[src/design/assert_macros.svh]
// Assertion macros used by the RTL file arrival_horizon_histogram.sv.
// Uses the i_clk / i_rst_n names of the module that includes it.
`ifndef ASSERT_MACROS_SVH
`define ASSERT_MACROS_SVH

// Plain invariant, checked at every clock edge outside reset.
`define AHH_ASSERT(label, prop, msg) \
    label: assert property (@(posedge i_clk) disable iff (!i_rst_n) (prop)) else $error(msg);

// Same-cycle implication.
`define AHH_ASSERT_IMP(label, ante, cons, msg) \
    label: assert property (@(posedge i_clk) disable iff (!i_rst_n) (ante) |-> (cons)) \
        else $error(msg);

// Next-cycle implication.
`define AHH_ASSERT_NXT(label, ante, cons, msg) \
    label: assert property (@(posedge i_clk) disable iff (!i_rst_n) (ante) |=> (cons)) \
        else $error(msg);

`endif

[src/design/ahh_pkg.sv]
// Package for the arrival horizon histogram: item types, table entry and
// bin count layouts, codes and default sizes. No dependencies.
package ahh_pkg;

    localparam int HORIZON_BINS_DEF = 64;
    localparam int PHASES_DEF       = 3;
    localparam int TABLE_DEPTH_DEF  = 64;

    localparam logic [11:0] DIST_RESET = 12'd700;

    // numerator is dist*1024 + speed, 23 bits wide
    localparam int NUM_W     = 23;
    localparam int DIV_W     = 17;
    localparam int DIV_STEPS = NUM_W;

    localparam logic        MODE_DETECT = 1'b0;
    localparam logic        MODE_TICK   = 1'b1;

    localparam logic [1:0]  PHASE_A = 2'd0;
    localparam logic [1:0]  PHASE_B = 2'd1;
    localparam logic [1:0]  PHASE_C = 2'd2;

    localparam logic [6:0]  CNT_MAX  = 7'd127;
    localparam logic [23:0] TIME_MAX = 24'hFFFFFF;

    typedef struct packed {
        logic        mode;
        logic [23:0] now_time;
        logic [15:0] speed;
        logic [1:0]  phase;
    } t_in_item;

    typedef struct packed {
        logic [5:0] bin_index;
        logic [6:0] count_phase_a;
        logic [6:0] count_phase_b;
        logic [6:0] count_phase_c;
        logic       last;
    } t_out_item;

    typedef struct packed {
        logic [23:0] arr_time;
        logic [1:0]  arr_phase;
    } t_entry;

    typedef struct packed {
        logic [6:0] cnt_a;
        logic [6:0] cnt_b;
        logic [6:0] cnt_c;
    } t_bin_cnt;

endpackage

[src/design/arrival_horizon_histogram.sv]
// Arrival horizon histogram, top level.
// Depends on ahh_pkg and assert_macros.svh.
`include "assert_macros.svh"

// Predicted arrivals sit in a compacted table memory (entries 0..fill-1 are
// live); per-bin counts sit in a second memory. A detection is dropped
// when it has zero speed, a bad phase or meets a full table; else it runs
// through the bit-serial travel time divider and is then stored. A tick
// walks the live entries through a read/modify/write pipeline on the count
// memory, then reads out each bin, clearing it as it goes; each bin is held
// on the output until the output is ready. Inputs are taken one item at a
// time. After reset the count memory is swept to zero; no item is accepted
// until the sweep ends.
module arrival_horizon_histogram #(
    parameter int HORIZON_BINS = ahh_pkg::HORIZON_BINS_DEF,
    parameter int PHASES       = ahh_pkg::PHASES_DEF,
    parameter int TABLE_DEPTH  = ahh_pkg::TABLE_DEPTH_DEF
) (
    input  logic               i_clk,
    input  logic               i_rst_n,
    input  logic               i_cfg_wr_en,
    input  logic [11:0]        i_cfg_wr_data,
    input  logic               i_in_valid,
    output logic               o_in_ready,
    input  ahh_pkg::t_in_item  i_in_item,
    output logic               o_out_valid,
    input  logic               i_out_ready,
    output ahh_pkg::t_out_item o_out_item
);
    import ahh_pkg::*;

    localparam int AW = $clog2(TABLE_DEPTH);
    localparam int CW = $clog2(TABLE_DEPTH + 1);
    localparam int BW = $clog2(HORIZON_BINS);

    typedef enum logic [2:0] {
        S_CLEAR, S_IDLE, S_DIV, S_STORE, S_WALK, S_EMIT_RD, S_EMIT_WAIT
    } t_state;

    t_state r_state, n_state;

    logic [11:0]      r_dist;
    logic [23:0]      r_now, n_now;
    logic [1:0]       r_phase, n_phase;
    logic [DIV_W-1:0] r_div, n_div;
    logic [DIV_W-1:0] r_rem, n_rem;
    logic [NUM_W-1:0] r_quo, n_quo;
    logic [4:0]       r_step, n_step;
    logic [CW-1:0]    r_fill, n_fill;
    logic [CW-1:0]    r_rd_idx, n_rd_idx;
    logic [CW-1:0]    r_wr_idx, n_wr_idx;
    logic             r_s1_v, n_s1_v;
    logic             r_s2_v, n_s2_v;
    logic [BW-1:0]    r_s2_addr, n_s2_addr;
    logic [1:0]       r_s2_ph, n_s2_ph;
    logic             r_lw_en, n_lw_en;
    logic [BW-1:0]    r_lw_addr, n_lw_addr;
    t_bin_cnt         r_lw_data, n_lw_data;
    logic [BW-1:0]    r_bin, n_bin;
    logic             r_out_valid, n_out_valid;
    logic [5:0]       r_out_bin, n_out_bin;
    logic             r_out_last, n_out_last;

    // table memory and its registered read data
    t_entry           tbl_mem [TABLE_DEPTH];
    t_entry           r_tq;
    logic             tbl_we, tbl_re;
    logic [AW-1:0]    tbl_waddr, tbl_raddr;
    t_entry           tbl_wdata;

    // bin count memory and its registered read data (also output payload)
    t_bin_cnt         bc_mem [HORIZON_BINS];
    t_bin_cnt         r_bq;
    logic             bc_we, bc_re;
    logic [BW-1:0]    bc_waddr, bc_raddr;
    t_bin_cnt         bc_wdata;

    // datapath helpers
    logic [NUM_W-1:0] num;
    logic [DIV_W:0]   trial, diff;
    logic             ge;
    logic [24:0]      arr_sum;
    logic [23:0]      ahead;
    logic             keep, hit;
    t_bin_cnt         base, incr;
    logic             bin_end;

    assign num   = {1'b0, r_dist, 10'd0} + {7'd0, i_in_item.speed};
    assign trial = {r_rem, r_quo[NUM_W-1]};
    assign ge    = trial >= {1'b0, r_div};
    assign diff  = trial - {1'b0, r_div};

    assign arr_sum = {1'b0, r_now} + {2'd0, r_quo};

    assign keep  = r_tq.arr_time >= r_now;
    assign ahead = r_tq.arr_time - r_now;
    assign hit   = keep && (ahead < 24'(HORIZON_BINS)) && (r_tq.arr_phase <= PHASE_C);

    // the write issued in the previous cycle is not yet in r_bq
    assign base = (r_lw_en && r_lw_addr == r_s2_addr) ? r_lw_data : r_bq;

    always_comb begin
        incr = base;
        case (r_s2_ph)
            PHASE_A: if (base.cnt_a != CNT_MAX) incr.cnt_a = base.cnt_a + 7'd1;
            PHASE_B: if (base.cnt_b != CNT_MAX) incr.cnt_b = base.cnt_b + 7'd1;
            PHASE_C: if (base.cnt_c != CNT_MAX) incr.cnt_c = base.cnt_c + 7'd1;
            default: incr = base;
        endcase
    end

    assign bin_end = r_bin == BW'(HORIZON_BINS - 1);

    always_comb begin
        n_state     = r_state;
        n_now       = r_now;
        n_phase     = r_phase;
        n_div       = r_div;
        n_rem       = r_rem;
        n_quo       = r_quo;
        n_step      = r_step;
        n_fill      = r_fill;
        n_rd_idx    = r_rd_idx;
        n_wr_idx    = r_wr_idx;
        n_s1_v      = 1'b0;
        n_s2_v      = 1'b0;
        n_s2_addr   = r_s2_addr;
        n_s2_ph     = r_s2_ph;
        n_lw_en     = 1'b0;
        n_lw_addr   = r_lw_addr;
        n_lw_data   = r_lw_data;
        n_bin       = r_bin;
        n_out_valid = r_out_valid;
        n_out_bin   = r_out_bin;
        n_out_last  = r_out_last;

        tbl_we    = 1'b0;
        tbl_waddr = r_wr_idx[AW-1:0];
        tbl_wdata = r_tq;
        tbl_re    = 1'b0;
        tbl_raddr = r_rd_idx[AW-1:0];
        bc_we     = 1'b0;
        bc_waddr  = r_bin;
        bc_wdata  = '0;
        bc_re     = 1'b0;
        bc_raddr  = r_bin;

        case (r_state)
            S_CLEAR: begin
                bc_we = 1'b1;
                if (bin_end) begin
                    n_bin   = '0;
                    n_state = S_IDLE;
                end else begin
                    n_bin = r_bin + BW'(1);
                end
            end
            S_IDLE: begin
                if (i_in_valid) begin
                    n_now   = i_in_item.now_time;
                    n_phase = i_in_item.phase;
                    if (i_in_item.mode == MODE_TICK) begin
                        n_rd_idx = '0;
                        n_wr_idx = '0;
                        n_state  = S_WALK;
                    end else if (i_in_item.speed != 16'd0
                                 && {6'd0, i_in_item.phase} < 8'(PHASES)
                                 && r_fill != CW'(TABLE_DEPTH)) begin
                        n_div   = {i_in_item.speed, 1'b0};
                        n_rem   = '0;
                        n_quo   = num;
                        n_step  = '0;
                        n_state = S_DIV;
                    end
                end
            end
            S_DIV: begin
                // restoring division, one quotient bit per cycle
                n_rem  = ge ? diff[DIV_W-1:0] : trial[DIV_W-1:0];
                n_quo  = {r_quo[NUM_W-2:0], ge};
                n_step = r_step + 5'd1;
                if (r_step == 5'(DIV_STEPS - 1)) n_state = S_STORE;
            end
            S_STORE: begin
                tbl_we    = 1'b1;
                tbl_waddr = r_fill[AW-1:0];
                tbl_wdata.arr_time  = arr_sum[24] ? TIME_MAX : arr_sum[23:0];
                tbl_wdata.arr_phase = r_phase;
                n_fill    = r_fill + CW'(1);
                n_state   = S_IDLE;
            end
            S_WALK: begin
                // fetch
                if (r_rd_idx != r_fill) begin
                    tbl_re   = 1'b1;
                    n_rd_idx = r_rd_idx + CW'(1);
                    n_s1_v   = 1'b1;
                end
                // survivors are packed down to r_wr_idx; lookup the bin
                if (r_s1_v) begin
                    if (keep) begin
                        tbl_we   = 1'b1;
                        n_wr_idx = r_wr_idx + CW'(1);
                    end
                    if (hit) begin
                        bc_re     = 1'b1;
                        bc_raddr  = ahead[BW-1:0];
                        n_s2_v    = 1'b1;
                        n_s2_addr = ahead[BW-1:0];
                        n_s2_ph   = r_tq.arr_phase;
                    end
                end
                // count update
                if (r_s2_v) begin
                    bc_we     = 1'b1;
                    bc_waddr  = r_s2_addr;
                    bc_wdata  = incr;
                    n_lw_en   = 1'b1;
                    n_lw_addr = r_s2_addr;
                    n_lw_data = incr;
                end
                if (r_rd_idx == r_fill && !r_s1_v && !r_s2_v) begin
                    n_fill  = r_wr_idx;
                    n_bin   = '0;
                    n_state = S_EMIT_RD;
                end
            end
            S_EMIT_RD: begin
                // read the bin and clear it for the next tick
                bc_re       = 1'b1;
                bc_we       = 1'b1;
                n_out_valid = 1'b1;
                n_out_bin   = 6'(r_bin);
                n_out_last  = bin_end;
                n_state     = S_EMIT_WAIT;
            end
            S_EMIT_WAIT: begin
                if (i_out_ready) begin
                    n_out_valid = 1'b0;
                    if (r_out_last) begin
                        n_bin   = '0;
                        n_state = S_IDLE;
                    end else begin
                        n_bin   = r_bin + BW'(1);
                        n_state = S_EMIT_RD;
                    end
                end
            end
            default: n_state = S_IDLE;
        endcase
    end

    always_ff @(posedge i_clk) begin
        if (tbl_we) tbl_mem[tbl_waddr] <= tbl_wdata;
        if (tbl_re) r_tq <= tbl_mem[tbl_raddr];
    end

    always_ff @(posedge i_clk) begin
        if (bc_we) bc_mem[bc_waddr] <= bc_wdata;
        if (bc_re) r_bq <= bc_mem[bc_raddr];
    end

    always_ff @(posedge i_clk) begin
        if (!i_rst_n) begin
            r_state     <= S_CLEAR;
            r_dist      <= DIST_RESET;
            r_fill      <= '0;
            r_rd_idx    <= '0;
            r_wr_idx    <= '0;
            r_s1_v      <= 1'b0;
            r_s2_v      <= 1'b0;
            r_lw_en     <= 1'b0;
            r_bin       <= '0;
            r_out_valid <= 1'b0;
        end else begin
            r_state     <= n_state;
            if (i_cfg_wr_en) r_dist <= i_cfg_wr_data;
            r_fill      <= n_fill;
            r_rd_idx    <= n_rd_idx;
            r_wr_idx    <= n_wr_idx;
            r_s1_v      <= n_s1_v;
            r_s2_v      <= n_s2_v;
            r_lw_en     <= n_lw_en;
            r_bin       <= n_bin;
            r_out_valid <= n_out_valid;
        end
        r_now      <= n_now;
        r_phase    <= n_phase;
        r_div      <= n_div;
        r_rem      <= n_rem;
        r_quo      <= n_quo;
        r_step     <= n_step;
        r_s2_addr  <= n_s2_addr;
        r_s2_ph    <= n_s2_ph;
        r_lw_addr  <= n_lw_addr;
        r_lw_data  <= n_lw_data;
        r_out_bin  <= n_out_bin;
        r_out_last <= n_out_last;
    end

    assign o_in_ready = r_state == S_IDLE;
    assign o_out_valid = r_out_valid;
    assign o_out_item.bin_index     = r_out_bin;
    assign o_out_item.count_phase_a = r_bq.cnt_a;
    assign o_out_item.count_phase_b = r_bq.cnt_b;
    assign o_out_item.count_phase_c = r_bq.cnt_c;
    assign o_out_item.last          = r_out_last;

    `AHH_ASSERT(a_fill_bound, r_fill <= CW'(TABLE_DEPTH), "fill count past table depth")
    `AHH_ASSERT_IMP(a_pack_order, r_state == S_WALK, r_wr_idx <= r_rd_idx,
        "compaction pointer ran ahead of fetch pointer")
    `AHH_ASSERT_IMP(a_ready_no_out, o_in_ready, !o_out_valid,
        "input taken while a result is pending")
    `AHH_ASSERT_NXT(a_last_to_idle, o_out_valid && i_out_ready && o_out_item.last,
        o_in_ready, "block not idle after final bin")

endmodule

[config.mk]
export PLATFORM = sky130hd
export DESIGN_NAME = arrival_horizon_histogram
export DESIGN_NICKNAME = d
export VERILOG_FILES = /design/src/design/ahh_pkg.sv /design/src/design/arrival_horizon_histogram.sv
export VERILOG_INCLUDE_DIRS = /design/src /design/src/design
export SDC_FILE = /design/constraint.sdc
export NUM_CORES = 2
export LEC_CHECK = 0
export ABC_AREA = 1
export BUFFER_PORTS_ARGS = -buffer_cell sky130_fd_sc_hd__buf_2
export CORE_ASPECT_RATIO = 1.4
export CORE_MARGIN = 2
export CORE_UTILIZATION = 55
export CTS_CLUSTER_DIAMETER = 120
export DETAILED_ROUTE_END_ITERATION = 10
export PLACE_DENSITY = 0.72
export SLEW_MARGIN = 20
export SYNTH_ARGS = -nofsm -noshare
export SYNTH_HDL_FRONTEND = slang
export SYNTH_SLANG_ARGS = --single-unit
export TNS_END_PERCENT = 50
[constraint.sdc]
create_clock -name i_clk -period 9.73 [get_ports i_clk]
set_clock_uncertainty 0.1 [all_clocks]
set_input_delay 0.973 -clock i_clk [delete_from_list [all_inputs] [get_ports i_clk]]
set_output_delay 0.973 -clock i_clk [all_outputs]
set_load 0.05 [all_outputs]
==> reports/metrics.csv <==
metric,value,unit
run status,"complete, but fails checks",
failing checks,design-rule violations,
most numerous cell on the critical path,nand2_1,
post-synth top area share,69.9,%
vias in the first global route,90600,
Min-Delay Path Depth,1,
Ys Warns,0,
Clock H-tree levels,5,
detailed-route wire length per cell,26.7,um
setup TNS,0,ns
Required @ worst endpoint,10.33,ns
root buf cell,clkbuf_16,
"EDFF count, synth",3184,
largest stage delay on the critical path,0.76,ns
"delay-heaviest family, CP",simple AND/OR/NAND/NOR gates,
post-CTS setup repair buffer count,0,
Fin. Hold Viols,0,
worst hold path type,input port to flop,
Avg Inst Size Synth,11.9,um2
CP startpoint kind,flop,
initial antenna violation count,12,
GRT overflow,0,
GR Util All Layers,30.9,%
port buffer count,89,
die height,594,um
worst vdd ir,0.260,mV
routed wire length,399000,um
clock sinks,3230,
placed instance count,14400,
Final #Nets,11600,
Hold Path Origin,i_in_item[37],
fin crit share,71.8,%
r2r endpoint,o_out_item[7],
Post-route DRC,2,
GP Congestion,0.952,
vias per std cell,6.27,
Netlist cell types,60,
clock-pin transition on the worst setup and hold timing paths,0.06,ns
share of cells above drive strength 1,8.33,%
clock buffer depth,4,
Slowest cell on crit path,nand2_8,
max-cap violations,0,
Hold WS,0.154,ns
largest net degree at the start of global routing,205,
area of the multi-input gates,34400,um2
Synth Register Bits,3230,
FF-to-FF path depth,24,
fillcell total,18600,
"FFs w/ async S/R, synth",0,%
Die ar.,253000,um2
crit path capture type,flop,
Worst Path Buf+Inv,2,
crit-path max FO,129,
r2r startpoint,r_tq[5],
fmax,143,MHz
FF+latch area,96500,um2
Final setup violation count,0,
first-pass GRT wire length,582000,um
Post-Syn Instances,11500,
"Top FF cell, synth",edfxtp_1,
Top Ports,90,
CP Data Arrival Time,7.59,ns
Clock Latency Late Sink,0.91,ns
critical path class,flop to flop,
"commonest non-fill, non-tap cell in the layout",edfxtp_1,
area grow syn2layout,10.3,%
RSZ-0062 raised after global routing,no,
total clock buffers created by CTS,308,
CTS tree,built,
mapped cell area,137000,um2
Tmin final,6.99,ns
Core Box Area,247000,um2
Worst R2R Setup Slack,2.74,ns
leakage,53.6,nW
Final HPWL DP,228000,um
chip width,426,um
Rel. slew slack,17.9,%
"commonest non-fill, non-tap cells in the layout","3,184 x edfxtp_1, 1,547 x nand3_1, 1,390 x nand2_1, 970 x inv_1, 970 x nor2_1",
# hold bufs at CTS,0,
worst-path cell chain,ha_1 -> nand2_1 -> inv_2 -> nand3_1 -> nand3_1 -> nand2_1 -> nand2_1 -> nand2_1 -> nand2_1 -> nand2_1 -> nand2_1 -> nand3_1 -> nor2_2 -> nand3_4 -> nand2_8 -> nand2_8 -> buf_12 -> nand2_1 -> nand3_1 -> nand3_1 -> nand3_1 -> nand3_1 -> nand3_1 -> nand2_1,
Synth Net Count,11700,
Worst Max-Slew Pin Slew,1.23,ns
post_cts resized,0,
Synth area leaders,"edfxtp_1 70%, nand3_1 5.7%, nand2_1 3.8%, o21ai_0 3.4%, nor2_1 3.1%",
largest area contributor in the synthesized netlist,edfxtp_1,
Vias,93500,
Placement Rows,216,
Hold Path End,r_now[19],
fin cells,14900,
Pwr Density,212,nW/um2
Slew Limit Fails,0,
First-pass DRT Iterations,11,
sequential share of the synthesized area,70.6,%
post-route ant nets,0,
Initial Util,55.3,%
1st-iter DRT viols,12100,
-- metal layers --
metal | wire [um] | global-route usage [%] | up-vias
li1 | - | - | 41000
met1 | 136000 | 36.5 | 46200
met2 | 191000 | 50.0 | 5167
met3 | 34900 | 4.82 | 1175
met4 | 37100 | 25.6 | 4
met5 | 33 | 0 | -
-- sequential cells by signal (all words and copies together), names as in the netlist, 5 cells and up --
name and cells:
r_rem 17, r_out_bin 6, r_step 5, tbl_mem 1664
r_lw_addr 6, r_quo 23, r_tq 26, bc_mem 1344
r_dist 12, r_wr_idx 7, r_fill 7, r_lw_data 21
r_div 16, r_rd_idx 7, r_bin 6, o_out_item 21
r_s2_addr 6, r_now 24
-- power breakdown --
group          leakage (nW)  internal (mW)  total, mW  switching, mW
sequential             27.8           15.5       15.6          0.104
combinational          21.1           1.28       4.68           3.40
clock                  4.67           6.56       11.7           5.11
total                  53.6           23.3       31.9           8.61
-- cells in the mapped netlist (3+ instances only) --
library cell	count
a211oi_1	10
a21oi_1	145
a221o_1	10
a221oi_1	5
a31oi_1	37
a32o_1	4
and3_1	4
buf_1	20
buf_2	238
buf_4	9
clkbuf_1	471
clkinv_1	6
dfxtp_1	46
edfxtp_1	3184
fa_1	4
ha_1	79
inv_1	979
inv_2	12
mux2_2	3
mux2i_1	6
nand2_1	1392
nand2_2	3
nand3_1	1547
nand3b_1	534
nand4_1	72
nor2_1	1124
nor2_2	6
nor3_1	20
nor3b_1	3
nor4_1	8
o211ai_1	58
o21a_1	4
o21ai_0	934
o21ai_1	6
o21bai_1	8
o221ai_1	150
o22ai_1	271
or2_2	8
xnor2_1	30
xor2_1	38
-- how the worst max path moves through the flow --
stage	start	to	slack (ns)	depth (start not counted)
2_1_floorplan	r_state[1]	bc_mem[0][18]	4.46	10
3_3_place_gp	r_tq[15]	o_out_item[13]	3.07	24
3_5_place_dp	r_tq[15]	o_out_item[13]	3.12	24
6_report	r_tq[5]	o_out_item[7]	2.74	24
4_1_cts	r_tq[15]	o_out_item[13]	3.07	24
5_1_grt	r_tq[8]	o_out_item[13]	2.59	24
-- kinds of logic after synthesis --
logic type | Yosys count | synth area share, %
AOI/OAI and AO/OA | 1659 | 7.02
xor gates and xnor gates | 68 | 0.435
adders and majority gates | 83 | 0.781
buffers and inverters | 1736 | 5.01
DFF | 3230 | 70.6
muxes | 10 | 0.0796
and+or+nand+nor | 4730 | 16.1
-- worst register-to-register path: stages, from the launching register on --
cell and delay, ns:
edfxtp_1 0.42, ha_1 0.45, nand2_1 0.14, inv_2 0.07, nand3_1 0.06, nand3_1 0.23, nand2_1 0.12, nand2_1 0.13
nand2_1 0.13, nand2_1 0.09, nand2_1 0.05, nand2_1 0.14, nand3_1 0.11, nor2_2 0.22, nand3_4 0.21, nand2_8 0.68
nand2_8 0.89, buf_12 0.59, nand2_1 0.39, nand3_1 0.09, nand3_1 0.10, nand3_1 0.30, nand3_1 0.56, nand3_1 0.36
nand2_1 0.17
-- per-stage QoR --
step / cell area [um2] / setup WS [ns] / power [mW] / utilization, %
finish: 151000 / 2.74 / 31.9 / 61.0
global route: 151000 / 2.59 / 32.9 / 61.0
CTS: 151000 / 3.07 / 31.9 / 61.0
detailed placement: 141000 / 3.12 / 20.5 / 57.1
global placement: 141000 / 3.07 / 20.4 / 57.1
floorplan: 137000 / 4.46 / 19.1 / -
-- area by class of cell --
| type | count | share of cell area, % |
|---|---|---|
| clock inverters | 151 | 0.850 |
| well taps | 3270 | 2.71 |
| diodes | 6 | 0.00995 |
| flip-flops and latches | 3230 | 64.0 |
| inverters | 997 | 2.50 |
| multi-input cells | 6550 | 22.8 |
| clock buffers | 384 | 5.49 |
| repair buffers | 327 | 1.63 |
Power figures use the tool's default switching activity.
